### src/sv/lspc_pkg.sv
// Shared types, constants and tables for the lidar scan point clustering block.
// No dependencies.
`default_nettype none
package lspc_pkg;
	localparam int RANGE_BITS = 16;
	localparam int MAX_CLUSTERS = 255;
	localparam int CLUSTER_CAP = (MAX_CLUSTERS < 255) ? MAX_CLUSTERS : 255;
	localparam int CORDIC_STEPS = 16;
	localparam int STEP_W = 4;
	localparam int ACC_W = 36;
	localparam int Z_W = 26;
	localparam logic [15:0] INV_GAIN_Q16 = 16'd39797;
	localparam int COORD_LIMIT = 65535;

	localparam logic [2:0] REG_ANGLE_START = 3'd0;
	localparam logic [2:0] REG_ANGLE_STEP  = 3'd1;
	localparam logic [2:0] REG_CUT_X       = 3'd2;
	localparam logic [2:0] REG_CUT_Y       = 3'd3;
	localparam logic [2:0] REG_JOIN_DIST   = 3'd4;

	typedef enum logic [1:0] {
		BK_IDLE,
		BK_ROTATE,
		BK_CLASSIFY,
		BK_OUTPUT
	} bk_state_t;

	typedef struct packed {
		logic [RANGE_BITS-1:0] range;
		logic [15:0]           angle;
		logic                  scan_start;
	} job_t;

	function automatic logic [Z_W-1:0] atan_entry(input logic [STEP_W-1:0] i);
		logic [Z_W-1:0] v;
		case (i)
			4'd0: v = 26'd2097152;
			4'd1: v = 26'd1238021;
			4'd2: v = 26'd654136;
			4'd3: v = 26'd332050;
			4'd4: v = 26'd166669;
			4'd5: v = 26'd83416;
			4'd6: v = 26'd41718;
			4'd7: v = 26'd20860;
			4'd8: v = 26'd10430;
			4'd9: v = 26'd5215;
			4'd10: v = 26'd2608;
			4'd11: v = 26'd1304;
			4'd12: v = 26'd652;
			4'd13: v = 26'd326;
			4'd14: v = 26'd163;
			4'd15: v = 26'd81;
			default: v = '0;
		endcase
		return v;
	endfunction
endpackage
`default_nettype wire

### src/sv/lspc_front.sv
// Front end: accepts samples, tracks beam angle, pushes jobs into a 2-entry queue.
// Depends on lspc_pkg.
`default_nettype none
module lspc_front (
	input  wire                 clk,
	input  wire                 arst_n,
	input  wire                 in_valid,
	output logic                in_ready,
	input  wire  [15:0]         range_mm,
	input  wire                 scan_start,
	input  wire  [15:0]         angle_start,
	input  wire  [15:0]         angle_step,
	input  wire                 pop,
	output logic                job_valid,
	output lspc_pkg::job_t      job
);
	import lspc_pkg::*;

	job_t       fifo_q [2];
	logic       wr_ptr_q, rd_ptr_q;
	logic [1:0] count_q;
	logic [15:0] angle_q;
	logic [15:0] cur_angle;
	logic push;

	assign in_ready  = (count_q != 2'd2);
	assign push      = in_valid && in_ready;
	assign job_valid = (count_q != 2'd0);
	assign job       = fifo_q[rd_ptr_q];
	assign cur_angle = scan_start ? angle_start : angle_q;

	always_ff @(posedge clk or negedge arst_n) begin
		if (!arst_n) begin
			angle_q <= '0;
			wr_ptr_q <= 1'b0;
			rd_ptr_q <= 1'b0;
			count_q <= '0;
		end else begin
			if (push) begin
				angle_q <= cur_angle + angle_step;
				wr_ptr_q <= ~wr_ptr_q;
			end
			if (pop && job_valid) rd_ptr_q <= ~rd_ptr_q;
			count_q <= count_q + {1'b0, push} - {1'b0, pop && job_valid};
		end
	end

	always_ff @(posedge clk) begin
		if (push) begin
			fifo_q[wr_ptr_q].range      <= range_mm[RANGE_BITS-1:0];
			fifo_q[wr_ptr_q].angle      <= cur_angle;
			fifo_q[wr_ptr_q].scan_start <= scan_start;
		end
	end
endmodule
`default_nettype wire

### config.mk
export PLATFORM = sky130hd
export DESIGN_NAME = lspc_front
export DESIGN_NICKNAME = d
export VERILOG_FILES = /design/src/sv/lspc_pkg.sv /design/src/sv/lspc_front.sv
export SDC_FILE = /design/constraint.sdc
export NUM_CORES = 1
export LEC_CHECK = 0
export ABC_CLOCK_PERIOD_IN_PS = 4900
export BUFFER_PORTS_ARGS = -buffer_cell sky130_fd_sc_hd__buf_4
export CAP_MARGIN = 20
export CORE_ASPECT_RATIO = 1.75
export CORE_UTILIZATION = 40
export CTS_BUF_LIST = sky130_fd_sc_hd__clkbuf_4 sky130_fd_sc_hd__clkbuf_8
export DETAILED_ROUTE_END_ITERATION = 6
export PLACE_DENSITY = 0.63
export SLEW_MARGIN = 20
export SYNTH_ARGS = -nofsm -noshare
export SYNTH_HDL_FRONTEND = slang
export SYNTH_SLANG_ARGS = --single-unit
### constraint.sdc
create_clock -name clk -period 4.9 [get_ports clk]
set_clock_uncertainty 0.2 [all_clocks]
set_input_delay 1.225 -clock clk [delete_from_list [all_inputs] [get_ports clk]]
set_output_delay 1.225 -clock clk [all_outputs]
set_load 0.1 [all_outputs]
# After elaboration in Yosys (flattened, before gate mapping)
# Memories as Yosys holds them, arrays and structs flattened.
# Index checks and enable logic that the tools add are counted.
[totals]
register_bits = 20
latch_bits = 0
out_inout_bits = 35
romBits = 0
ram_bits = 66
mem_count = 1
[op_classes]
addsub = 3
muxes = 3
div = 0
n_mul = 0
n_eq_ne = 1
n_reduce_logical = 3
n_shift = 0
bitwise = 2
order_cmp = 0
[memory_table]
columns = ["memory", "words", "word_bits", "read_ports", "rd_clocked_by_memory_dff", "wr", "line", "source"]
rows = [
  ["fifo_q", 2, 33, 1, 0, 1, "lspc_front.sv:19", "job_t fifo_q [2];"],
]
[ops]
columns = ["operator", "n"]
rows = [
  ["16-bit adder", 1],
  ["16-bit two-way mux", 1],
  ["2-bit by 1-bit adder with 2-bit output", 1],
  ["1-bit logical AND", 2],
  ["1-bit two-way mux", 2],
  ["2-bit != test, second input constant", 1],
  ["1-bit inverter", 2],
  ["2-bit nonzero test", 1],
  ["2-bit by 1-bit subtractor with 2-bit output", 1],
]

# Longest topological paths before layout
# Gate-level depths: netlist of the first run.
[logic_depth]
depth_word = 4
depth_mapped = 11
depth_no_buf = 10

# Least setup slack after synthesis of the first run
# OpenSTA, ideal clock, no wires.
[synth_timing]
path_kind = "reg2reg"
from = "register count_q[0]"
to = "memory fifo_q[0][0] in the netlist's numbering (enable)"
path_stages_with_launch = 6
period_less_slack_ns = 3.803
n_path_buf = 2
t_arrival_ns = 3.180
t_required_ns = 4.277
path_slack_ns = 1.097
path_cell_list = "dfrtp_1 nand2b_1 nand2_1 buf_6 clkbuf_1 nor2_1"
[synth_via]
elab_chain_len = 4
[synth_rtl]
columns = ["item", "line", "source"]
rows = [
  ["start, declared", "lspc_front.sv:21", "logic [1:0] count_q;"],
  ["start signal, assigned", "lspc_front.sv:44", "count_q <= count_q + {1'b0, push} - {1'b0, pop && job_valid};"],
  ["2-bit != test", "lspc_front.sv:26", "assign in_ready = (count_q != 2'd2);"],
  ["net in_ready", "lspc_front.sv:8", "output logic in_ready,"],
  ["1-bit logical AND", "lspc_front.sv:27", "assign push = in_valid && in_ready;"],
  ["1-bit two-way mux", "lspc_front.sv:49", "if (push) begin"],
  ["1-bit two-way mux (implied by the code)", "lspc_front.sv:52", "fifo_q[wr_ptr_q].scan_start <= scan_start;"],
  ["end, declared", "lspc_front.sv:19", ""],
]
# The timed path passes the listed nets, and every way through them passes these cells.

# Worst setup path in the final report of the first run
[layout_timing]
from = "input scan_start"
to = "register angle_q[8]"
[layout_via]
elab_chain_len = 2
[layout_rtl]
columns = ["item", "line", "source"]
rows = [
  ["start, declared", "lspc_front.sv:10", "input wire scan_start,"],
  ["16-bit two-way mux", "lspc_front.sv:30", "assign cur_angle = scan_start ? angle_start : angle_q;"],
  ["net cur_angle[0]", "lspc_front.sv:23", "logic [15:0] cur_angle;"],
  ["16-bit adder", "lspc_front.sv:40", "angle_q <= cur_angle + angle_step;"],
  ["end signal, assigned", "lspc_front.sv:40", ""],
  ["end, declared", "lspc_front.sv:22", "logic [15:0] angle_q;"],
]
# The timed path passes the listed nets, and every way through them passes these cells.
# A chain may end at the register's enable or synchronous reset.

==> key figures, run 1 <==
Clocking
  – Clock Tree Buf Depth: 2
  – # Post-CTS Setup Buffers: 0
  – Num CTS Buffers: 9
  – CTS tree: done
  – CTS-repair resized insts: 0
  – Clock sinks: 86
  – CTS H-tree depth: 3
  – Clock Root Buffer: clkbuf_8
  – Reg clk slew, reported paths: 0.08 ns
  – Worst skew pair latency: 0.36 ns
  – Hold buffers post-CTS: 0

Synthesis
  – Cell accounting for the most synthesized area: edfxtp_1
  – Count of different cell masters after synthesis: 43
  – Top post-synthesis cells by area: edfxtp_1, mux2_2, dfrtp_1
  – Top-area cell type share of the netlist area: 0.4912
  – Netlist Area Pre-Place: 4035 µm²
  – Net Count, Synth: 352
  – Synthesis Warnings: 0
  – Gate Count Post-Synth: 281
  – Synth Register Bits: 86
  – Post-synthesis sequential area ratio: 0.6152
  – Mean post-synth cell area: 14.36 µm²

Floorplanning
  – Chip width: 77.93 µm
  – Core area: 9849 µm²
  – Die Y-Extent: 134.9 µm
  – Core Rows: 48
  – I/O pin count: 88
  – Starting Density: 0.4097
  – Full die area: 10510 µm²

STA
  – Max_slew headroom: 0.4294
  – Worst Max-Slew Pin Slew: 0.8559 ns
  – Fin. Hold Viols: 0
  – Setup violations, final: 0
  – Fin crit share: 0.6845
  – Unrepaired setup endpoints after global routing: no
  – Setup ws final: 1.546 ns
  – Final Critical Period: 3.354 ns
  – Max Slew Vio Count: 0
  – Highest Clock Rate: 298.2 MHz
  – Setup tns final: 0 ns

Layout
  – Share of layout cells above drive strength 1: 0.4282
  – Area delta synth->final: 25.46%
  – Commonest non-fill, non-tap cell in the layout: buf_4
  – Most frequent cells in the layout: buf_4, edfxtp_1, mux2_2
  – # nets final: 442
  – Fin area: 5062 µm²
  – Ant diodes: 0

GRT
  – Total Routing Usage GR: 0.1710
  – Global-route wire length before repair: 13.15 mm
  – Antenna violations before repair: 0
  – GRT Residual Overflow: 0
  – Pin count of the biggest net entering global routing: 40
  – Vias in the first global route: 2694

Route
  – 1st-iter DRT viols: 87
  – Drt total wl: 8.586 mm
  – Per-cell routed wire length: 17.14 µm
  – Detail Route Antenna Nets: 0
  – Via Count: 2526
  – DRC: 0
  – Via density per instance: 5.042
  – Drt first pass iters: 4

Worst setup path
  – Worst path max stage delay: 0.41 ns
  – Worst path cell trace: buf_4 > mux2_2 > ha_1 > inv_1 > fa_1 > nor2b_1 > o2111ai_1 > nand2_1 > a31oi_1 > xor2_1 > o21ai_0
  – Crit-path slowest cell: mux2_2
  – CP Capture Type: flip-flop
  – CP max FO: 18
  – Critical path launch point type: primary input
  – WP data required: 4.92 ns
  – Arrival time at the worst endpoint: 3.37 ns
  – CP Class: primary input to flip-flop

Hold path
  – HP Class: flip-flop to flip-flop

Job
  – Maxcap violations: 0

Place
  – Final Wtd Congestion: 0.8092
  – Area post-placement: 4817 µm²
  – Setup WS pre-CTS: 1.153 ns
  – Port bufs: 87
  – DPL Wire Length: 5.905 mm

Outcome
  – Outcome: complete, no violations
[per-layer routing]
layer | routed length, µm | part of all wire | vias to the layer above | GRT usage
li1 | - | - | 1231 | -
met1 | 3225 | 0.38 | 1233 | 0.1730
met2 | 4948 | 0.58 | 55 | 0.3309
met3 | 261 | 0.030 | 7 | 0.02770
met4 | 150 | 0.017 | 0 | 0.08539
met5 | 0 | 0 | - | 0
[final timing paths]
check,startpoint,end,depth (start not counted),slack [ns]
worst max register to register,angle_q[0],angle_q[14],9,2.41
worst min register to register,angle_q[5],angle_q[5],2,0.29
worst max-delay path,scan_start,angle_q[8],11,1.55
max in group asynchronous,arst_n,count_q[1],1,3.72
min in group asynchronous,arst_n,angle_q[3],1,0.55
worst min-delay path,angle_q[5],angle_q[5],2,0.29
[logic make-up (layout without fill, tap and decap cells)]
| family | count (synthesis) | in the layout | synth area share |
|---|---|---|---|
| compound gates | 53 | 53 | 0.08528 |
| xor+xnor | 16 | 16 | 0.03473 |
| buf+inv | 16 | 111 | 0.01737 |
| flops | 86 | 86 | 0.6152 |
| fa+ha+maj | 18 | 18 | 0.05767 |
| mux | 50 | 50 | 0.1392 |
| simple gates | 42 | 42 | 0.05054 |
[flip-flops by register name, indices dropped and copies added (netlist names)]
register,flops
fifo_q,66
angle_q,16
count_q,2
rd_ptr_q,1
wr_ptr_q,1
[cell type report]
cell class / count / area, µm²
inverter: 5 / 18.77
multi-input combinational: 179 / 1491
timing repair buffer: 90 / 695.7
tap: 125 / 156.4
clock buffer: 10 / 131.4
sequential: 86 / 2482
fill: 901 / 4787
clock inverter: 6 / 86.33
[Yosys cell counts (all sizes together)]
master / count
o21bai: 1
mux2i: 1
nand2: 21
a211o: 1
mux2: 49
nor2: 3
a21o: 9
and2: 3
edfxtp: 66
nand4: 3
nor3b: 2
or2: 1
inv: 5
and3: 2
nor3: 2
buf: 6
nand3: 1
nand2b: 2
a31oi: 3
o21ai: 17
nor2b: 2
o21a: 3
o211ai: 1
xor2: 8
a31o: 2
a21boi: 1
fa: 1
o31ai: 1
clkbuf: 5
dfrtp: 20
o311ai: 2
a21oi: 11
xnor2: 8
ha: 17
o2111ai: 1
[stage by stage]
step                      utilization  hold slack (ns)  instances
final                          0.5140           0.2855        501
after global routing           0.5140           0.3186        501
after CTS                      0.5112           0.2917        500
after detailed placement       0.4891           0.2717        484
after global placement         0.4891           0.2617        484
after floorplan                     -           0.2460        281
[worst max-delay path: cells and delay by family]
kind	cells	cell delay (ns)
compound gates	3	0.61
xor+xnor	1	0.15
fa+ha+maj	2	0.42
buf+inv	2	0.34
mux	1	0.41
simple gates	2	0.22
Power of run 1 is not shown: default switching activity piles up to over one toggle a cycle in this logic, so the estimate is an artifact.
==> inputs of run 2 (changes only) <==
Settings changed: ABC_AREA from default to 1, ABC_CLOCK_PERIOD_IN_PS 4900 to 3500, PLACE_DENSITY 0.63 to 0.62.
Clock period 4.9 ns to 3.5 ns, I/O delays scaled along.
==> run 2 against run 1 <==
  * Utilization down 0.27 points
  * Global-route usage up 0.56 points
  * Register-to-register slack worse by 1.3 ns
  * Routed wire length up 6.5%
==> key figures, run 2 <==
GRT
  – Total Routing Usage GR: 0.1766 (+0.005614)
  – Global-route wire length before repair: 14.90 mm (+13%)
  – Pin count of the biggest net entering global routing: 34 (-15%)
  – GRT Residual Overflow: 0 (unchanged)
  – Vias in the first global route: 3250 (+21%)
  – Antenna violations before repair: 0 (unchanged)

Synthesis
  – Count of different cell masters after synthesis: 32 (-26%)
  – Synth Register Bits: 86 (unchanged)
  – Synth Flop Type: edfxtp_1
  – Mean post-synth cell area: 9.217 µm² (-36%)
  – Post-synth EDFFs: 66 (unchanged)
  – Async SR Flop Fraction: 0.2326 (unchanged)
  – Most instantiated library cell after synthesis: nand2_1
  – Synthesis Warnings: 0 (unchanged)
  – Netlist Area Pre-Place: 4323 µm² (+7.1%)
  – Top post-synthesis cells by area: edfxtp_1, nand2_1, dfrtp_1
  – Post-synth top cells: nand2_1, edfxtp_1, inv_1
  – Gate Count Post-Synth: 469 (+67%)
  – Cell accounting for the most synthesized area: edfxtp_1
  – Top-area cell type share of the netlist area: 0.4585 (-0.03270)
  – Net Count, Synth: 540 (+53%)
  – Post-synthesis sequential area ratio: 0.5742 (-0.04095)

STA
  – Max_slew headroom: 0.5471 (+0.1177)
  – Fin crit share: 0.8154
  – Worst Max-Slew Pin Slew: 0.6786 ns (-0.1773 ns)
  – Max Slew Vio Count: 0 (unchanged)
  – Final Critical Period: 2.854 ns
  – Setup violations, final: 0 (unchanged)
  – Unrepaired setup endpoints after global routing: no
  – Setup ws final: 0.6460 ns (-0.9002 ns)
  – Highest Clock Rate: 350.4 MHz
  – Fin. Hold Viols: 0 (unchanged)
  – Setup tns final: 0 ns (unchanged)

Clocking
  – Reg clk slew, reported paths: 0.08 ns (about the same)
  – # Post-CTS Setup Buffers: 0 (unchanged)
  – Clock sinks: 86 (unchanged)
  – Clock Tree Buf Depth: 2 (unchanged)
  – Hold buffers post-CTS: 0 (unchanged)
  – Num CTS Buffers: 9 (unchanged)
  – CTS H-tree depth: 3 (unchanged)
  – Clock Root Buffer: clkbuf_8
  – CTS-repair resized insts: 0 (unchanged)
  – CTS tree: done
  – Worst skew pair latency: 0.34 ns (-0.02 ns)

Place
  – Port bufs: 87 (unchanged)
  – Setup WS pre-CTS: 0.4019 ns (-0.7513 ns)
  – Final Wtd Congestion: 0.8924 (+10%)
  – DPL Wire Length: 6.983 mm (+18%)

Floorplanning
  – Starting Density: 0.4148 (+0.005086)
  – I/O pin count: 88 (unchanged)
  – Chip width: 80.59 µm (+3.4%)
  – Core Rows: 49 (+2.1%)
  – Core area: 10420 µm² (+5.8%)
  – Die Y-Extent: 139.5 µm (+3.5%)
  – Full die area: 11240 µm² (+7.0%)

Outcome
  – Outcome: complete, no violations

Layout
  – Area delta synth->final: 23.27%
  – # nets final: 630 (+43%)
  – Most frequent cells in the layout: nand2_1, buf_4, edfxtp_1
  – Flip-flop count of the largest register after layout: 66 (unchanged)
  – Largest register by flop count: fifo_q
  – Ant diodes: 0 (unchanged)
  – Final Util: 0.5113 (-0.002689)
  – Largest registers: fifo_q: 66 flops, angle_q: 16 flops, count_q: 2 flops
  – Share of layout cells above drive strength 1: 0.2358 (-0.1924)
  – Commonest non-fill, non-tap cell in the layout: nand2_1

Worst setup path
  – Crit path buffers/inverters: 3 (+1)
  – CP Class: flip-flop to output pin
  – RR Startpoint: angle_q[0]
  – Critical path launch point type: flip-flop
  – WP data required: 2.42 ns (-2.50 ns)
  – Worst path cell trace: clkinv_1 > buf_12 > nand2_1 > nand2_1 > buf_4
  – CP most frequent cell: nand2_1
  – Delay-heaviest family, CP: buffers and inverters
  – Reg2reg path depth: 13 (+4)
  – R2r setup slk: 1.16 ns (-1.25 ns)
  – Arrival time at the worst endpoint: 1.78 ns (-1.59 ns)
  – Worst path max stage delay: 0.38 ns (-0.03 ns)
  – Reg2Reg Capture Point: angle_q[12]
  – CP max FO: 21 (+3)
  – CP Capture Type: output pin
  – Crit-path slowest cell: clkinv_1

Route
  – Drt first pass iters: 4 (unchanged)
  – Detail Route Antenna Nets: 0 (unchanged)
  – DRC: 0 (unchanged)
  – Drt total wl: 9.141 mm (+6.5%)
  – 1st-iter DRT viols: 116 (+33%)
  – Per-cell routed wire length: 13.23 µm (-23%)
  – Via Count: 3247 (+29%)
  – Via density per instance: 4.699 (-6.8%)

Hold path
  – HP Class: primary input to async pin

Job
  – Maxcap violations: 0 (unchanged)
[run 2: cell families after synthesis]
family	Yosys count	share of synthesized area
fa+ha+maj	18	0.05383
buf+inv	66	0.05991
mux	8	0.02084
compound gates	24	0.03271
simple gates	262	0.2483
xor+xnor	5	0.01013
flops	86	0.5742
[run 2: layer usage]
layer  routed length [µm]  vias up  track usage  part of all wire
met5                    0        -            0                 0
met3                  325       15      0.03607             0.036
li1                     -     1685            -                 -
met4                  251        0      0.08929             0.027
met1                 3557     1473       0.1901              0.39
met2                 5007       74       0.3162              0.55
[run 2: how the worst max path moves through the flow]
stage	startpoint	end	slack, ns	cells past startpoint
2_1_floorplan	count_q[1]	fifo_q[1][0]	0.13	3
3_3_place_gp	scan_start	angle_q[12]	0.48	13
3_5_place_dp	scan_start	angle_q[8]	0.40	13
4_1_cts	rd_ptr_q	job[5]	0.58	5
5_1_grt	rd_ptr_q	job[5]	0.53	5
6_report	rd_ptr_q	job[5]	0.65	5
[run 2: layout make-up]
| type | count | area, µm² |
|---|---|---|
| Clock buffer | 11 | 138.9 |
| Fill cell | 996 | 5094 |
| Inverter | 53 | 198.9 |
| Clock inverter | 5 | 50.05 |
| Tap cell | 127 | 158.9 |
| Multi-Input combinational cell | 317 | 1597 |
| Timing Repair Buffer | 92 | 703.2 |
| Sequential cell | 86 | 2482 |
[run 2: metrics by stage]
step,cell area (µm²),instances,hold slack [ns]
finish,5329,691,0.1983
global route,5329,691,0.1864
CTS,5329,691,0.1883
detailed placement,5140,675,0.2717
global placement,5140,675,0.2627
floorplan,4325,469,0.2452
Power of run 2 is left out for the same reason.
==> inputs of run 3 (changes only) <==
Settings changed: ABC_CLOCK_PERIOD_IN_PS 3500 to 2450, PLACE_DENSITY 0.62 to 0.65.
Clock period 3.5 ns to 2.45 ns, I/O delays scaled along.
==> run 3 against run 2 <==
  * Critical path depth unchanged
  * Utilization increased by 3.6 points
  * Design area increased by 7.0%
  * Hold slack improved by 0.042 ns
  * Count of clock-buffer cells in the layout decreased by 2
  * Non-clock buffer count increased by 37
  * Worst setup slack got worse by 0.51 ns
  * First-iteration DRC count decreased by 19%
  * Die area unchanged
  * Global-route usage increased by 0.11 points
==> key figures, run 3 (synthesis results as in run 2) <==
Layout
  – Commonest non-fill, non-tap cell in the layout: nand2_1
  – Largest register by flop count: fifo_q
  – # nets final: 667 (+5.9%)
  – Final Util: 0.5469 (+0.03565)
  – Ant diodes: 0 (unchanged)
  – Fin cells: 728 (+5.4%)
  – Share of layout cells above drive strength 1: 0.2978 (+0.06202)
  – Largest registers: fifo_q: 66 flops, angle_q: 16 flops, count_q: 2 flops
  – Area delta synth->final: 31.87%
  – Flip-flop count of the largest register after layout: 66 (unchanged)
  – Most frequent cells in the layout: nand2_1, buf_4, edfxtp_1

Worst setup path
  – WP data required: 1.64 ns (-0.78 ns)
  – CP Class: flip-flop to output pin
  – CP most frequent cell: nand2_1
  – Worst path max stage delay: 0.40 ns (+0.02 ns)
  – Delay-heaviest family, CP: buffers and inverters
  – Arrival time at the worst endpoint: 1.50 ns (-0.28 ns)
  – Crit-path slowest cell: dfrtp_1
  – Crit path buffers/inverters: 3 (unchanged)
  – CP max FO: 27 (+29%)
  – Critical path launch point type: flip-flop
  – Worst path cell trace: clkinv_1 > buf_6 > nand2_1 > nand2_1 > buf_4
  – CP Capture Type: output pin

Route
  – 1st-iter DRT viols: 94 (-19%)
  – Per-cell routed wire length: 12.76 µm (-3.5%)
  – Via density per instance: 4.674 (-0.52%)
  – DRC: 0 (unchanged)
  – Detail Route Antenna Nets: 0 (unchanged)
  – Drt first pass iters: 4 (unchanged)
  – Via Count: 3403 (+4.8%)
  – Drt total wl: 9.289 mm (+1.6%)

Clocking
  – Reg clk slew, reported paths: 0.09 ns (about the same)
  – Clock Root Buffer: clkbuf_8
  – Clock sinks: 86 (unchanged)
  – Num CTS Buffers: 9 (unchanged)
  – # Post-CTS Setup Buffers: 0 (unchanged)
  – Worst skew pair latency: 0.35 ns (about the same)
  – CTS tree: done
  – Clock Tree Buf Depth: 2 (unchanged)
  – CTS H-tree depth: 3 (unchanged)

STA
  – Setup tns final: 0 ns (unchanged)
  – Setup ws final: 0.1349 ns (-0.5111 ns)
  – Fin crit share: 0.9449
  – Max Slew Vio Count: 0 (unchanged)
  – Setup violations, final: 0 (unchanged)
  – Fin. Hold Viols: 0 (unchanged)
  – Highest Clock Rate: 431.9 MHz
  – Unrepaired setup endpoints after global routing: no
  – Final Critical Period: 2.315 ns
  – Max_slew headroom: 0.7549 (+0.2078)
  – Worst Max-Slew Pin Slew: 0.3638 ns (-0.3149 ns)

GRT
  – GRT Residual Overflow: 0 (unchanged)
  – Total Routing Usage GR: 0.1777 (+0.001094)
  – Vias in the first global route: 3449 (+6.1%)
  – Pin count of the biggest net entering global routing: 34 (unchanged)
  – Antenna violations before repair: 0 (unchanged)
  – Global-route wire length before repair: 15.24 mm (+2.2%)
  – Met2 GRT Util: 0.3310 (+0.01472)
  – GR Util met1: 0.1816 (-0.008545)
  – Met3 usage: 0.02885 (-0.007213)
  – GRT Max-Usage Layer: met2

Place
  – Cell Count Post-Placement: 711 (+5.3%)
  – Setup WS pre-CTS: -0.2090 ns (-0.6108 ns)
  – Port bufs: 87 (unchanged)
  – DPL Wire Length: 7.127 mm (+2.1%)
  – Final Wtd Congestion: 0.8715 (-2.3%)

Floorplanning
  – Core area: 10420 µm² (unchanged)
  – I/O pin count: 88 (unchanged)
  – Die Y-Extent: 139.5 µm (unchanged)
  – Starting Density: 0.4148 (unchanged)
  – Chip width: 80.59 µm (unchanged)
  – Core Rows: 49 (unchanged)
  – Full die area: 11240 µm² (unchanged)

Hold path
  – HP Class: primary input to flip-flop

Job
  – Maxcap violations: 0 (unchanged)

Outcome
  – Outcome: complete, no violations
==> run 3: timing repair <==
item                       4_1_cts  5_1_grt
gates resized for setup          0        2
hold buffers                     1        0
hold endpoints to repair        20        0
setup endpoints to repair        0       25
==> run 3: metrics by stage <==
stage / cell area [µm²] / hold WS (ns)
2_1_floorplan: 4427 / 0.1169
3_5_place_dp: 5487 / 0.2758
4_1_cts: 5693 / 0.2247
5_1_grt: 5700 / 0.2224
6_report: 5700 / 0.2407
3_3_place_gp: 5487 / 0.2613
==> run 3: final timing paths <==
path	start	endpoint	slack [ns]	depth (start not counted)
worst max-delay path	rd_ptr_q	job[1]	0.13	5
worst min-delay path	range_mm[10]	fifo_q[1][27]	0.24	1
worst max register to register	angle_q[4]	angle_q[7]	0.34	10
worst min register to register	angle_q[11]	angle_q[11]	0.30	2
max in group asynchronous	arst_n	angle_q[14]	1.33	2
min in group asynchronous	arst_n	count_q[1]	0.48	2
==> run 3: area by class of cell <==
| type | count | area [µm²] |
|---|---|---|
| multi-input cells | 317 | 1660 |
| inverters | 53 | 198.9 |
| clock buffers | 9 | 123.9 |
| repair buffers | 129 | 1003 |
| flip-flops and latches | 86 | 2482 |
| fillers | 951 | 4722 |
| well taps | 127 | 158.9 |
| clock inverters | 7 | 72.57 |
==> run 3: layer usage <==
layer  part of all wire  vias up
met5                  0        -
met4              0.035        0
met3              0.043       19
met2               0.55       75
met1               0.37     1552
li1                   -     1757
Power of run 3 is left out for the same reason.
